--- src/sds_pkg.sv ---
package sds_pkg;

  localparam int unsigned WORD_W = 32;
  localparam int unsigned SUM_W  = 64;
  localparam int unsigned FRAC_W = 16;

  localparam logic [WORD_W-1:0] WORD_MAX = '1;

  typedef enum logic [0:0] {
    REG_NORMALIZE,
    REG_SELF_WEIGHT
  } cfg_reg_t;

  typedef struct packed {
    logic              func;
    logic [WORD_W-1:0] term_mass;
    logic [WORD_W-1:0] term_density;
    logic [WORD_W-1:0] kernel_weight;
    logic              last_term;
  } term_t;

  typedef struct packed {
    logic [WORD_W-1:0] new_density;
    logic              divide_fault;
  } result_t;

  // Divide request: quotient = floor((rem_init * 2^32 + low_bits) / divisor),
  // saturated to WORD_MAX when rem_init >= divisor.
  typedef struct packed {
    logic              start;
    logic [SUM_W-1:0]  rem_init;
    logic [WORD_W-1:0] low_bits;
    logic [SUM_W-1:0]  divisor;
  } div_req_t;

  typedef struct packed {
    logic              done;
    logic [WORD_W-1:0] quotient;
  } div_rsp_t;

  typedef enum logic [3:0] {
    ST_IDLE,
    ST_MUL,
    ST_DSUM,
    ST_RDIV,
    ST_RMUL,
    ST_NSUM,
    ST_FIN,
    ST_FDIV,
    ST_OUT
  } state_t;

  function automatic logic [SUM_W-1:0] sat_add64(input logic [SUM_W-1:0] a,
                                                 input logic [SUM_W-1:0] b);
    logic [SUM_W:0] s;
    s = {1'b0, a} + {1'b0, b};
    return s[SUM_W] ? {SUM_W{1'b1}} : s[SUM_W-1:0];
  endfunction

endpackage

--- src/sds_div.sv ---
module sds_div (
  input  logic            clk,
  input  logic            rst,
  input  sds_pkg::div_req_t req,
  output sds_pkg::div_rsp_t rsp
);
  import sds_pkg::*;

  localparam int unsigned CNT_W = $clog2(WORD_W);

  logic [SUM_W-1:0]  rem;
  logic [WORD_W-1:0] shreg;
  logic [SUM_W-1:0]  divisor;
  logic [CNT_W-1:0]  cnt;
  logic              busy;
  logic              done;

  logic [SUM_W:0]    trial;
  logic              fits;

  always_comb begin
    trial = {rem, shreg[WORD_W-1]};
    fits  = trial >= {1'b0, divisor};
  end

  always_ff @(posedge clk) begin
    if (rst) begin
      busy <= 1'b0;
      done <= 1'b0;
      cnt  <= '0;
    end else begin
      done <= 1'b0;
      if (req.start) begin
        divisor <= req.divisor;
        if (req.rem_init >= req.divisor) begin
          // quotient would not fit the word: saturate
          shreg <= WORD_MAX;
          done  <= 1'b1;
        end else begin
          rem   <= req.rem_init;
          shreg <= req.low_bits;
          cnt   <= CNT_W'(WORD_W - 1);
          busy  <= 1'b1;
        end
      end else if (busy) begin
        // one restoring step: shift in the next dividend bit, retire one quotient bit
        rem   <= fits ? trial[SUM_W-1:0] - divisor : trial[SUM_W-1:0];
        shreg <= {shreg[WORD_W-2:0], fits};
        if (cnt == '0) begin
          busy <= 1'b0;
          done <= 1'b1;
        end else begin
          cnt <= cnt - 1'b1;
        end
      end
    end
  end

  assign rsp.done     = done;
  assign rsp.quotient = shreg;

endmodule

--- src/sph_density_summation.sv ---
// SPH summation density with optional Shepard normalization. A self word
// (func 0) opens a particle and is weighted by self_weight; neighbour words
// add mass * kernel_weight to a saturating Q32.32 sum, and with normalize set
// also (mass / density) * kernel_weight to a second sum. The word marked
// last_term yields one result word: the density sum as Q16.16, or the ratio of
// the two sums, saturated to all ones; a zero divisor sets divide_fault. Words
// are taken one at a time and term_stall stays high while one is in work.
// In plain mode a word passes through accept, multiply and accumulate. In
// normalize mode a word also passes through the 32-step radix-2 divider
// that forms mass / density, and the last word adds a final divide through
// the same divider. Config writes are always ready and belong between
// particles.
module sph_density_summation (
  input  logic                     clk,
  input  logic                     rst,
  input  logic                     term_valid,
  output logic                     term_stall,
  input  sds_pkg::term_t           term,
  output logic                     result_valid,
  input  logic                     result_stall,
  output sds_pkg::result_t         result,
  input  logic                     cfg_valid,
  output logic                     cfg_ready,
  input  sds_pkg::cfg_reg_t        cfg_index,
  input  logic [sds_pkg::WORD_W-1:0] cfg_data
);
  import sds_pkg::*;

  state_t state, state_next;

  logic              normalize;
  logic [WORD_W-1:0] self_weight;

  logic [WORD_W-1:0] mass;
  logic [WORD_W-1:0] dens;
  logic [WORD_W-1:0] wgt;
  logic              last;
  logic              norm_mode;
  logic [WORD_W-1:0] ratio;
  logic [SUM_W-1:0]  prod;
  logic [SUM_W-1:0]  density_sum;
  logic [SUM_W-1:0]  norm_sum;
  logic              fault_seen;
  logic [WORD_W-1:0] res_value;
  logic              res_fault;

  logic              term_take;
  logic              out_load;
  logic [WORD_W-1:0] mul_a;
  div_req_t          div_req;
  div_rsp_t          div_rsp;

  assign cfg_ready = 1'b1;
  assign term_take = term_valid && !term_stall;
  assign out_load  = (state == ST_OUT) && (!result_valid || !result_stall);
  assign mul_a     = (state == ST_RMUL) ? ratio : mass;

  sds_div u_div (
    .clk (clk),
    .rst (rst),
    .req (div_req),
    .rsp (div_rsp)
  );

  always_ff @(posedge clk) begin
    if (rst) begin
      state <= ST_IDLE;
    end else begin
      state <= state_next;
    end
  end

  always_comb begin
    state_next       = state;
    term_stall       = 1'b1;
    div_req.start    = 1'b0;
    div_req.rem_init = {{(SUM_W-FRAC_W){1'b0}}, mass[WORD_W-1:FRAC_W]};
    div_req.low_bits = {mass[FRAC_W-1:0], {(WORD_W-FRAC_W){1'b0}}};
    div_req.divisor  = {{(SUM_W-WORD_W){1'b0}}, dens};
    case (state)
      ST_IDLE: begin
        term_stall = 1'b0;
        if (term_valid) begin
          state_next = ST_MUL;
        end
      end
      ST_MUL: state_next = ST_DSUM;
      ST_DSUM: begin
        if (norm_mode) begin
          if (dens == '0) begin
            state_next = ST_RMUL;
          end else begin
            div_req.start = 1'b1;
            state_next    = ST_RDIV;
          end
        end else begin
          state_next = last ? ST_FIN : ST_IDLE;
        end
      end
      ST_RDIV: begin
        if (div_rsp.done) begin
          state_next = ST_RMUL;
        end
      end
      ST_RMUL: state_next = ST_NSUM;
      ST_NSUM: state_next = last ? ST_FIN : ST_IDLE;
      ST_FIN: begin
        div_req.rem_init = {{FRAC_W{1'b0}}, density_sum[SUM_W-1:FRAC_W]};
        div_req.low_bits = {density_sum[FRAC_W-1:0], {(WORD_W-FRAC_W){1'b0}}};
        div_req.divisor  = norm_sum;
        if (norm_mode && norm_sum != '0) begin
          div_req.start = 1'b1;
          state_next    = ST_FDIV;
        end else begin
          state_next = ST_OUT;
        end
      end
      ST_FDIV: begin
        if (div_rsp.done) begin
          state_next = ST_OUT;
        end
      end
      ST_OUT: begin
        if (!result_valid || !result_stall) begin
          state_next = ST_IDLE;
        end
      end
      default: state_next = ST_IDLE;
    endcase
  end

  always_ff @(posedge clk) begin
    if (rst) begin
      normalize   <= 1'b0;
      self_weight <= '0;
    end else if (cfg_valid && cfg_ready) begin
      case (cfg_index)
        REG_NORMALIZE:   normalize   <= cfg_data[0];
        REG_SELF_WEIGHT: self_weight <= cfg_data;
        default: ;
      endcase
    end
  end

  // item registers and shared multiplier
  always_ff @(posedge clk) begin
    if (term_take) begin
      mass      <= term.term_mass;
      dens      <= term.term_density;
      wgt       <= term.func ? term.kernel_weight : self_weight;
      last      <= term.last_term;
      norm_mode <= normalize;
    end
    if (state == ST_MUL || state == ST_RMUL) begin
      prod <= SUM_W'(mul_a) * SUM_W'(wgt);
    end
    if (state == ST_DSUM && dens == '0) begin
      ratio <= WORD_MAX;
    end else if (state == ST_RDIV && div_rsp.done) begin
      ratio <= div_rsp.quotient;
    end
    if (state == ST_FIN) begin
      res_fault <= fault_seen;
      if (norm_mode) begin
        res_value <= WORD_MAX;
        if (norm_sum == '0) begin
          res_fault <= 1'b1;
        end
      end else if (density_sum[SUM_W-1:WORD_W+FRAC_W] != '0) begin
        res_value <= WORD_MAX;
      end else begin
        res_value <= density_sum[WORD_W+FRAC_W-1:FRAC_W];
      end
    end else if (state == ST_FDIV && div_rsp.done) begin
      res_value <= div_rsp.quotient;
    end
  end

  // accumulators
  always_ff @(posedge clk) begin
    if (rst) begin
      density_sum <= '0;
      norm_sum    <= '0;
      fault_seen  <= 1'b0;
    end else if ((term_take && !term.func) || out_load) begin
      density_sum <= '0;
      norm_sum    <= '0;
      fault_seen  <= 1'b0;
    end else begin
      if (state == ST_DSUM) begin
        density_sum <= sat_add64(density_sum, prod);
        if (norm_mode && dens == '0) begin
          fault_seen <= 1'b1;
        end
      end
      if (state == ST_NSUM) begin
        norm_sum <= sat_add64(norm_sum, prod);
      end
    end
  end

  // output register: hold the word until taken
  always_ff @(posedge clk) begin
    if (rst) begin
      result_valid <= 1'b0;
    end else if (out_load) begin
      result_valid <= 1'b1;
    end else if (!result_stall) begin
      result_valid <= 1'b0;
    end
  end

  always_ff @(posedge clk) begin
    if (out_load) begin
      result.new_density  <= res_value;
      result.divide_fault <= res_fault;
    end
  end

endmodule

--- config.mk ---
export PLATFORM = sky130hd
export DESIGN_NAME = sph_density_summation
export DESIGN_NICKNAME = d
export VERILOG_FILES = /design/src/sds_pkg.sv /design/src/sds_div.sv /design/src/sph_density_summation.sv
export SDC_FILE = /design/constraint.sdc
export NUM_CORES = 2
export LEC_CHECK = 0
export ABC_AREA = 1
export BUFFER_PORTS_ARGS = -buffer_cell sky130_fd_sc_hd__buf_2
export CAP_MARGIN = 20
export CORE_AREA = 2 2 363 455
export DETAILED_ROUTE_END_ITERATION = 7
export DIE_AREA = 0 0 365 457
export GPL_TIMING_DRIVEN = 0
export HOLD_SLACK_MARGIN = 0.08
export PLACE_DENSITY = 0.72
export SYNTH_ARGS = -nofsm -noshare
export SYNTH_HDL_FRONTEND = slang
export SYNTH_SLANG_ARGS = --single-unit
--- constraint.sdc ---
create_clock -name clk -period 9.5 [get_ports clk]
set_input_delay 0.95 -clock clk [delete_from_list [all_inputs] [get_ports clk]]
set_output_delay 0.95 -clock clk [all_outputs]
set_load 0.05 [all_outputs]
# [Yosys cells after proc, flatten, opt, wreduce, memory -nomap -nowiden]
# Cells that the tools add are included.
[word_totals] register_bits=594 inputBits=136 output_inout_bits=36 elab_cells=125
[op_classes] n_addsub=4 mul=1 order_cmp=2 n_eq_ne=15 mux=46 n_bitwise=2 n_reduce_logical=31
[ops] operator="64-bit two-way mux" n=6
[ops] operator="32-bit two-way mux" n=9
[ops] operator="144-bit two-way mux" n=1
[ops] operator="64-bit by 64-bit adder with 65-bit output" n=2
[ops] operator="65-bit by 64-bit greater-or-equal comparator with 1-bit output" n=1
[ops] operator="48-bit by 64-bit greater-or-equal comparator with 1-bit output" n=1
[ops] operator="64-bit logical NOT" n=1
[ops] operator="32-bit by 32-bit multiplier with 64-bit output" n=1
[ops] operator="64-bit nonzero test" n=1
[ops] operator="64-bit subtractor" n=1
[ops] operator="4-bit case mux with 9 select lines" n=1
[ops] operator="32-bit logical NOT" n=1
[ops] operator="4-bit two-way mux" n=5
[ops] operator="5-bit two-way mux" n=4
[ops] operator="4-bit by 3-bit equality test with 1-bit output, second input constant" n=4
[ops] operator="1-bit two-way mux" n=16
[ops] operator="16-bit nonzero test" n=1
[ops] operator="2-bit AND reduction" n=5
[ops] operator="3-bit two-way mux" n=3
[ops] operator="4-bit by 2-bit equality test with 1-bit output, second input constant" n=2
[ops] operator="1-bit logical AND" n=8
[ops] operator="2-bit by 1-bit != test with 1-bit output, second input constant" n=4
[ops] operator="2-bit != test, second input constant" n=3
[ops] operator="3-bit AND reduction" n=2
[ops] operator="other kinds (12)" n=18

# [Longest topological paths before layout]
[depth] depth_word=6 depth_mapped=37

# [Hierarchy]
# From an unflattened synthesis, not the netlist that was laid out.
[hier_totals] cells_unflattened=10823 area_unflattened_um2=77174.0
[by_module_without_submodules] mod="sph_density_summation" n_inst=1 cells_each=8499 area_per_inst_um2=61791.8
[by_module_without_submodules] mod="sds_div" n_inst=1 cells_each=2324 area_per_inst_um2=15382.3

# [Worst setup path after synthesis]
# Ideal clock, no wire load.
[synth_timing] path_type="register to register" from="register state[0]" to="register prod[62], data pin" arrival_time_ns=7.126 required_ns=9.248 setup_slack_ns=2.122 path_stages_with_launch=33 path_buffers=3 cell_sequence="dfxtp_1 nor2_2 inv_2 nor2_4 inv_2 buf_2 buf_2 o21ai_2 buf_2 nor2_1 fa_1 inv_1 fa_1 fa_1 fa_1 inv_1 fa_1 fa_1 fa_1 inv_1 fa_1 inv_1 ha_1 a21oi_1 o21ai_0 a21oi_1 nor2_1 nor2_1 nor2_1 nor2_1 nand2_1 nand2_1 nand2_1"
[synth_via] elab_chain_cells=3
[synth_rtl] item="start, declared" line="sph_density_summation.sv:29" rtl="state_t state, state_next;"
[synth_rtl] item="start signal, assigned" line="sph_density_summation.sv:69" rtl="state <= state_next;"
[synth_rtl] item="4-bit by 3-bit equality test with 1-bit output" line="sph_density_summation.sv:56" rtl="assign mul_a = (state == ST_RMUL) ? ratio : mass;"
[synth_rtl] item="32-bit two-way mux" line="sph_density_summation.sv:56"
[synth_rtl] item="32-bit by 32-bit multiplier with 64-bit output" line="sph_density_summation.sv:155" rtl="prod <= SUM_W'(mul_a) * SUM_W'(wgt);"
[synth_rtl] item="end signal, assigned" line="sph_density_summation.sv:155"
[synth_rtl] item="end, declared" line="sph_density_summation.sv:40" rtl="logic [SUM_W-1:0] prod;"
# No other way between the ends.
# A chain may end at the register's enable or synchronous reset.

# [Worst setup path in the final report]
[layout_timing] from="register wgt[9]" to="register prod[59], data pin"
[layout_via] elab_chain_cells=1
[layout_rtl] item="start, declared" line="sph_density_summation.sv:36" rtl="logic [WORD_W-1:0] wgt;"
[layout_rtl] item="start signal, assigned" line="sph_density_summation.sv:150" rtl="wgt <= term.func ? term.kernel_weight : self_weight;"
[layout_rtl] item="32-bit by 32-bit multiplier with 64-bit output" line="sph_density_summation.sv:155"
# No other way between the ends.

==> flow_metrics.tcl <==
set metrics [dict create \
    num_vias 68783 \
    synth_compound_area_share_pct 9.05 \
    outcome "finished, final reports clean" \
    syn_inst 9677 \
    startpoint_type "flop" \
    syn_nets 11217 \
    overflow 0 \
    numCtsBuffers 70 \
    rows 166 \
    synth_top_area_share_pct 24.7 \
    final_cell_mix "1994 x nand2_1, 1908 x inv_1, 1448 x nor2_1, 897 x fa_1, 530 x a21oi_1" \
    ys_types 51 \
    crit_fanout 10 \
    yosys_warnings 0 \
    arrival_ps 9880 \
    rr_worst_depth 27 \
    yosysTopAreaCell "fa_1" \
    synth_top_family_by_area "adder cells" \
    crit_path_max_incr_delay_ps 740 \
    crit_top_cell "fa_1" \
    drtAntennaViolNets 0 \
    die-area_mm2 0.167 \
    stdcell_count 12209 \
    postLayoutCellArea_mm2 0.0800 \
    die_h_um 457 \
    fillCellCount 16451 \
    r2r_slack_ps 40 \
    yosysSeqAreaShare_pct 21.7 \
    setup_viol 0 \
    syn_area_per_cell_um2 7.53 \
    grt_usage_pct 41.9 \
    clock_latency_ps 730 \
    worstHoldPathType "in -> reg" \
    via_per_inst 5.63 \
    gp_congestion 1.14 \
    dp_cells 12057 \
    antenna_found_initial 10 \
    final_core_util_pct 49.1 \
    setup_ws_ps 42.3 \
    drive_gt1_share_pct 5.52 \
    layout.nets 11500 \
    clock-root-buffer "clkbuf_16" \
    synthFlopType "edfxtp_1" \
    r2r_end "prod[59]" \
    crit_path_end_kind "flop" \
    worstPathRequired_ps 9930 \
    synth_simple_gate_area_share_pct 22.2 \
    htree_levels 3 \
    crit_path_start "wgt[9]" \
    post-place-ws_ps -746 \
    synth.area.mux_share_pct 0 \
    fin_crit_ps 9460 \
    dp_hpwl_mm 296 \
    fin_crit_sh_pct 99.6 \
    synth_edf_count 388 \
    final_max_slew_viol_count 0 \
    post_dp_cell_area_mm2 0.0770 \
    clock-sinks 594 \
    timing.slew.headroom_pct 4.87 \
    portBuffers 169 \
    endpoint "prod[59]" \
    synthXorXnorAreaFrac_pct 1.85 \
    start_util_pct 44.7 \
    syn_area_mm2 0.0728 \
    tightest_slew_ps 1430 \
    ys_ff_latch 594 \
    layout_commonest_cell "nand2_1" \
    r2r-start "wgt[9]" \
    maxCapViolCount 0 \
    drt_iter0_drc 6192 \
    fmax_mhz 106 \
    wl_per_cell_um 28.7 \
    grt_start_max_net_pins 38 \
    synthAdderAreaFrac_pct 33.4 \
    ctsHoldBuffers 0 \
    cts_tree "yes" \
    skew_ps 55.1 \
    layout-area-overhead-vs-synth_pct 9.84 \
    dr.pass1.iters 6 \
    drc 0 \
    synthArstFlopShare_pct 0 \
    drt_wl_total_mm 350 \
    grt_pass1_vias 70450 \
    clockBufferDepth 3 \
    clk_pin_slew_worst_paths_ps 60 \
    synthTopCellsByArea "fa_1 25%, edfxtp_1 16%, nand2_1 10%, inv_1 9.9%, ha_1 8.7%" \
    crit_type "reg -> reg" \
    grt_pass1_wl_mm 488 \
    hold_viol 0 \
    io_pins 172 \
    critPathSlowestCell "clkbuf_1" \
    fp.coreArea_mm2 0.163 \
    die_w_um 365 \
]
-- flip-flops by register name, indices dropped and copies added (netlist names), 4 cells and up --
| register | cells |
|---|---|
| self_weight | 32 |
| prod | 64 |
| mass | 32 |
| res_value | 32 |
| dens | 32 |
| ratio | 32 |
| u_div.divisor | 64 |
| u_div.cnt | 5 |
| result | 33 |
| u_div.rem | 64 |
| wgt | 32 |
| u_div.shreg | 32 |
| state | 4 |
| norm_sum | 64 |
| density_sum | 64 |
-- metal layers --
| layer | track usage (%) | routed length (µm) | vias to the layer above |
|---|---|---|---|
| met5 | 0 | 12 | - |
| met4 | 46.7 | 49100 | 2 |
| met3 | 9.17 | 28000 | 1447 |
| met2 | 69.7 | 165000 | 3672 |
| met1 | 40.6 | 108000 | 33165 |
| li1 | - | - | 30497 |
-- Yosys cell counts, types with 19 or more instances --
| cell type | n |
|---|---|
| nor2_1 | 1453 |
| o21ai_0 | 510 |
| xnor2_1 | 94 |
| a21oi_1 | 534 |
| edfxtp_1 | 388 |
| or2_2 | 20 |
| o211ai_1 | 36 |
| a21o_1 | 26 |
| fa_1 | 899 |
| clkbuf_1 | 216 |
| buf_2 | 70 |
| nand4_1 | 66 |
| o21bai_1 | 35 |
| nor3_1 | 54 |
| ha_1 | 505 |
| nand2_1 | 1994 |
| a31oi_1 | 19 |
| xor2_1 | 60 |
| dfxtp_1 | 206 |
| nand3b_1 | 38 |
| inv_2 | 25 |
| nand3_1 | 358 |
| inv_1 | 1913 |
-- stage by stage --
step / TNS (ps) / hold WS (ps)
after floorplan: 0 / 400
after global placement: -55460 / 402
after detailed placement: -8160 / 405
after CTS: 0 / 369
after global routing: -60.8 / 393
final: 0 / 394
-- what timing repair did --
action / CTS / global route
hold endpoints to repair: 0 / 0
endpoints found under the setup margin: 35 / 35
resized for setup: 33 / 64
pin swaps: 2 / 6
setup buffers: 4 / 14
-- area by class of cell --
| cell class | instances | area (µm²) | area share [%] |
|---|---|---|---|
| flip-flops and latches | 594 | 15800 | 19.7 |
| diodes | 10 | 25.0 | 0.0313 |
| multi-input cells | 6821 | 48700 | 60.8 |
| inverters | 1955 | 7360 | 9.20 |
| well taps | 2184 | 2730 | 3.42 |
| clock inverters | 43 | 534 | 0.668 |
| repair buffers | 226 | 1740 | 2.18 |
| plain buffers | 292 | 1280 | 1.60 |
| clock buffers | 84 | 1900 | 2.37 |
-- kinds of logic after synthesis --
logic type	after synthesis
compound gates	1234
xor+xnor	154
fa+ha+maj	1404
buf+inv	2262
flops	594
other cells	1
simple gates	4028
-- critical path, delay by kind of cell, from the launching register on --
family	cells	cell delay, ps
buffers and inverters	8	2310
adder cells (fa/ha/maj)	9	4450
AND/OR/NAND/NOR	5	860
AO/OA/AOI/OAI	4	1000
XOR/XNOR	1	170
flip-flops	1	340
-- how the worst min path moves through the flow --
| stage | from | endpoint | cells past startpoint |
|---|---|---|---|
| after floorplan | res_fault | result[0] | 0 |
| after global placement | res_value[18] | result[19] | 0 |
| after detailed placement | res_value[23] | result[24] | 0 |
| after CTS | term[94] | mass[29] | 1 |
| after global routing | term[89] | mass[24] | 1 |
| final | term[94] | mass[29] | 1 |
Power is not shown: default switching activity piles up to over one toggle a cycle in this logic, so the estimate is an artifact.
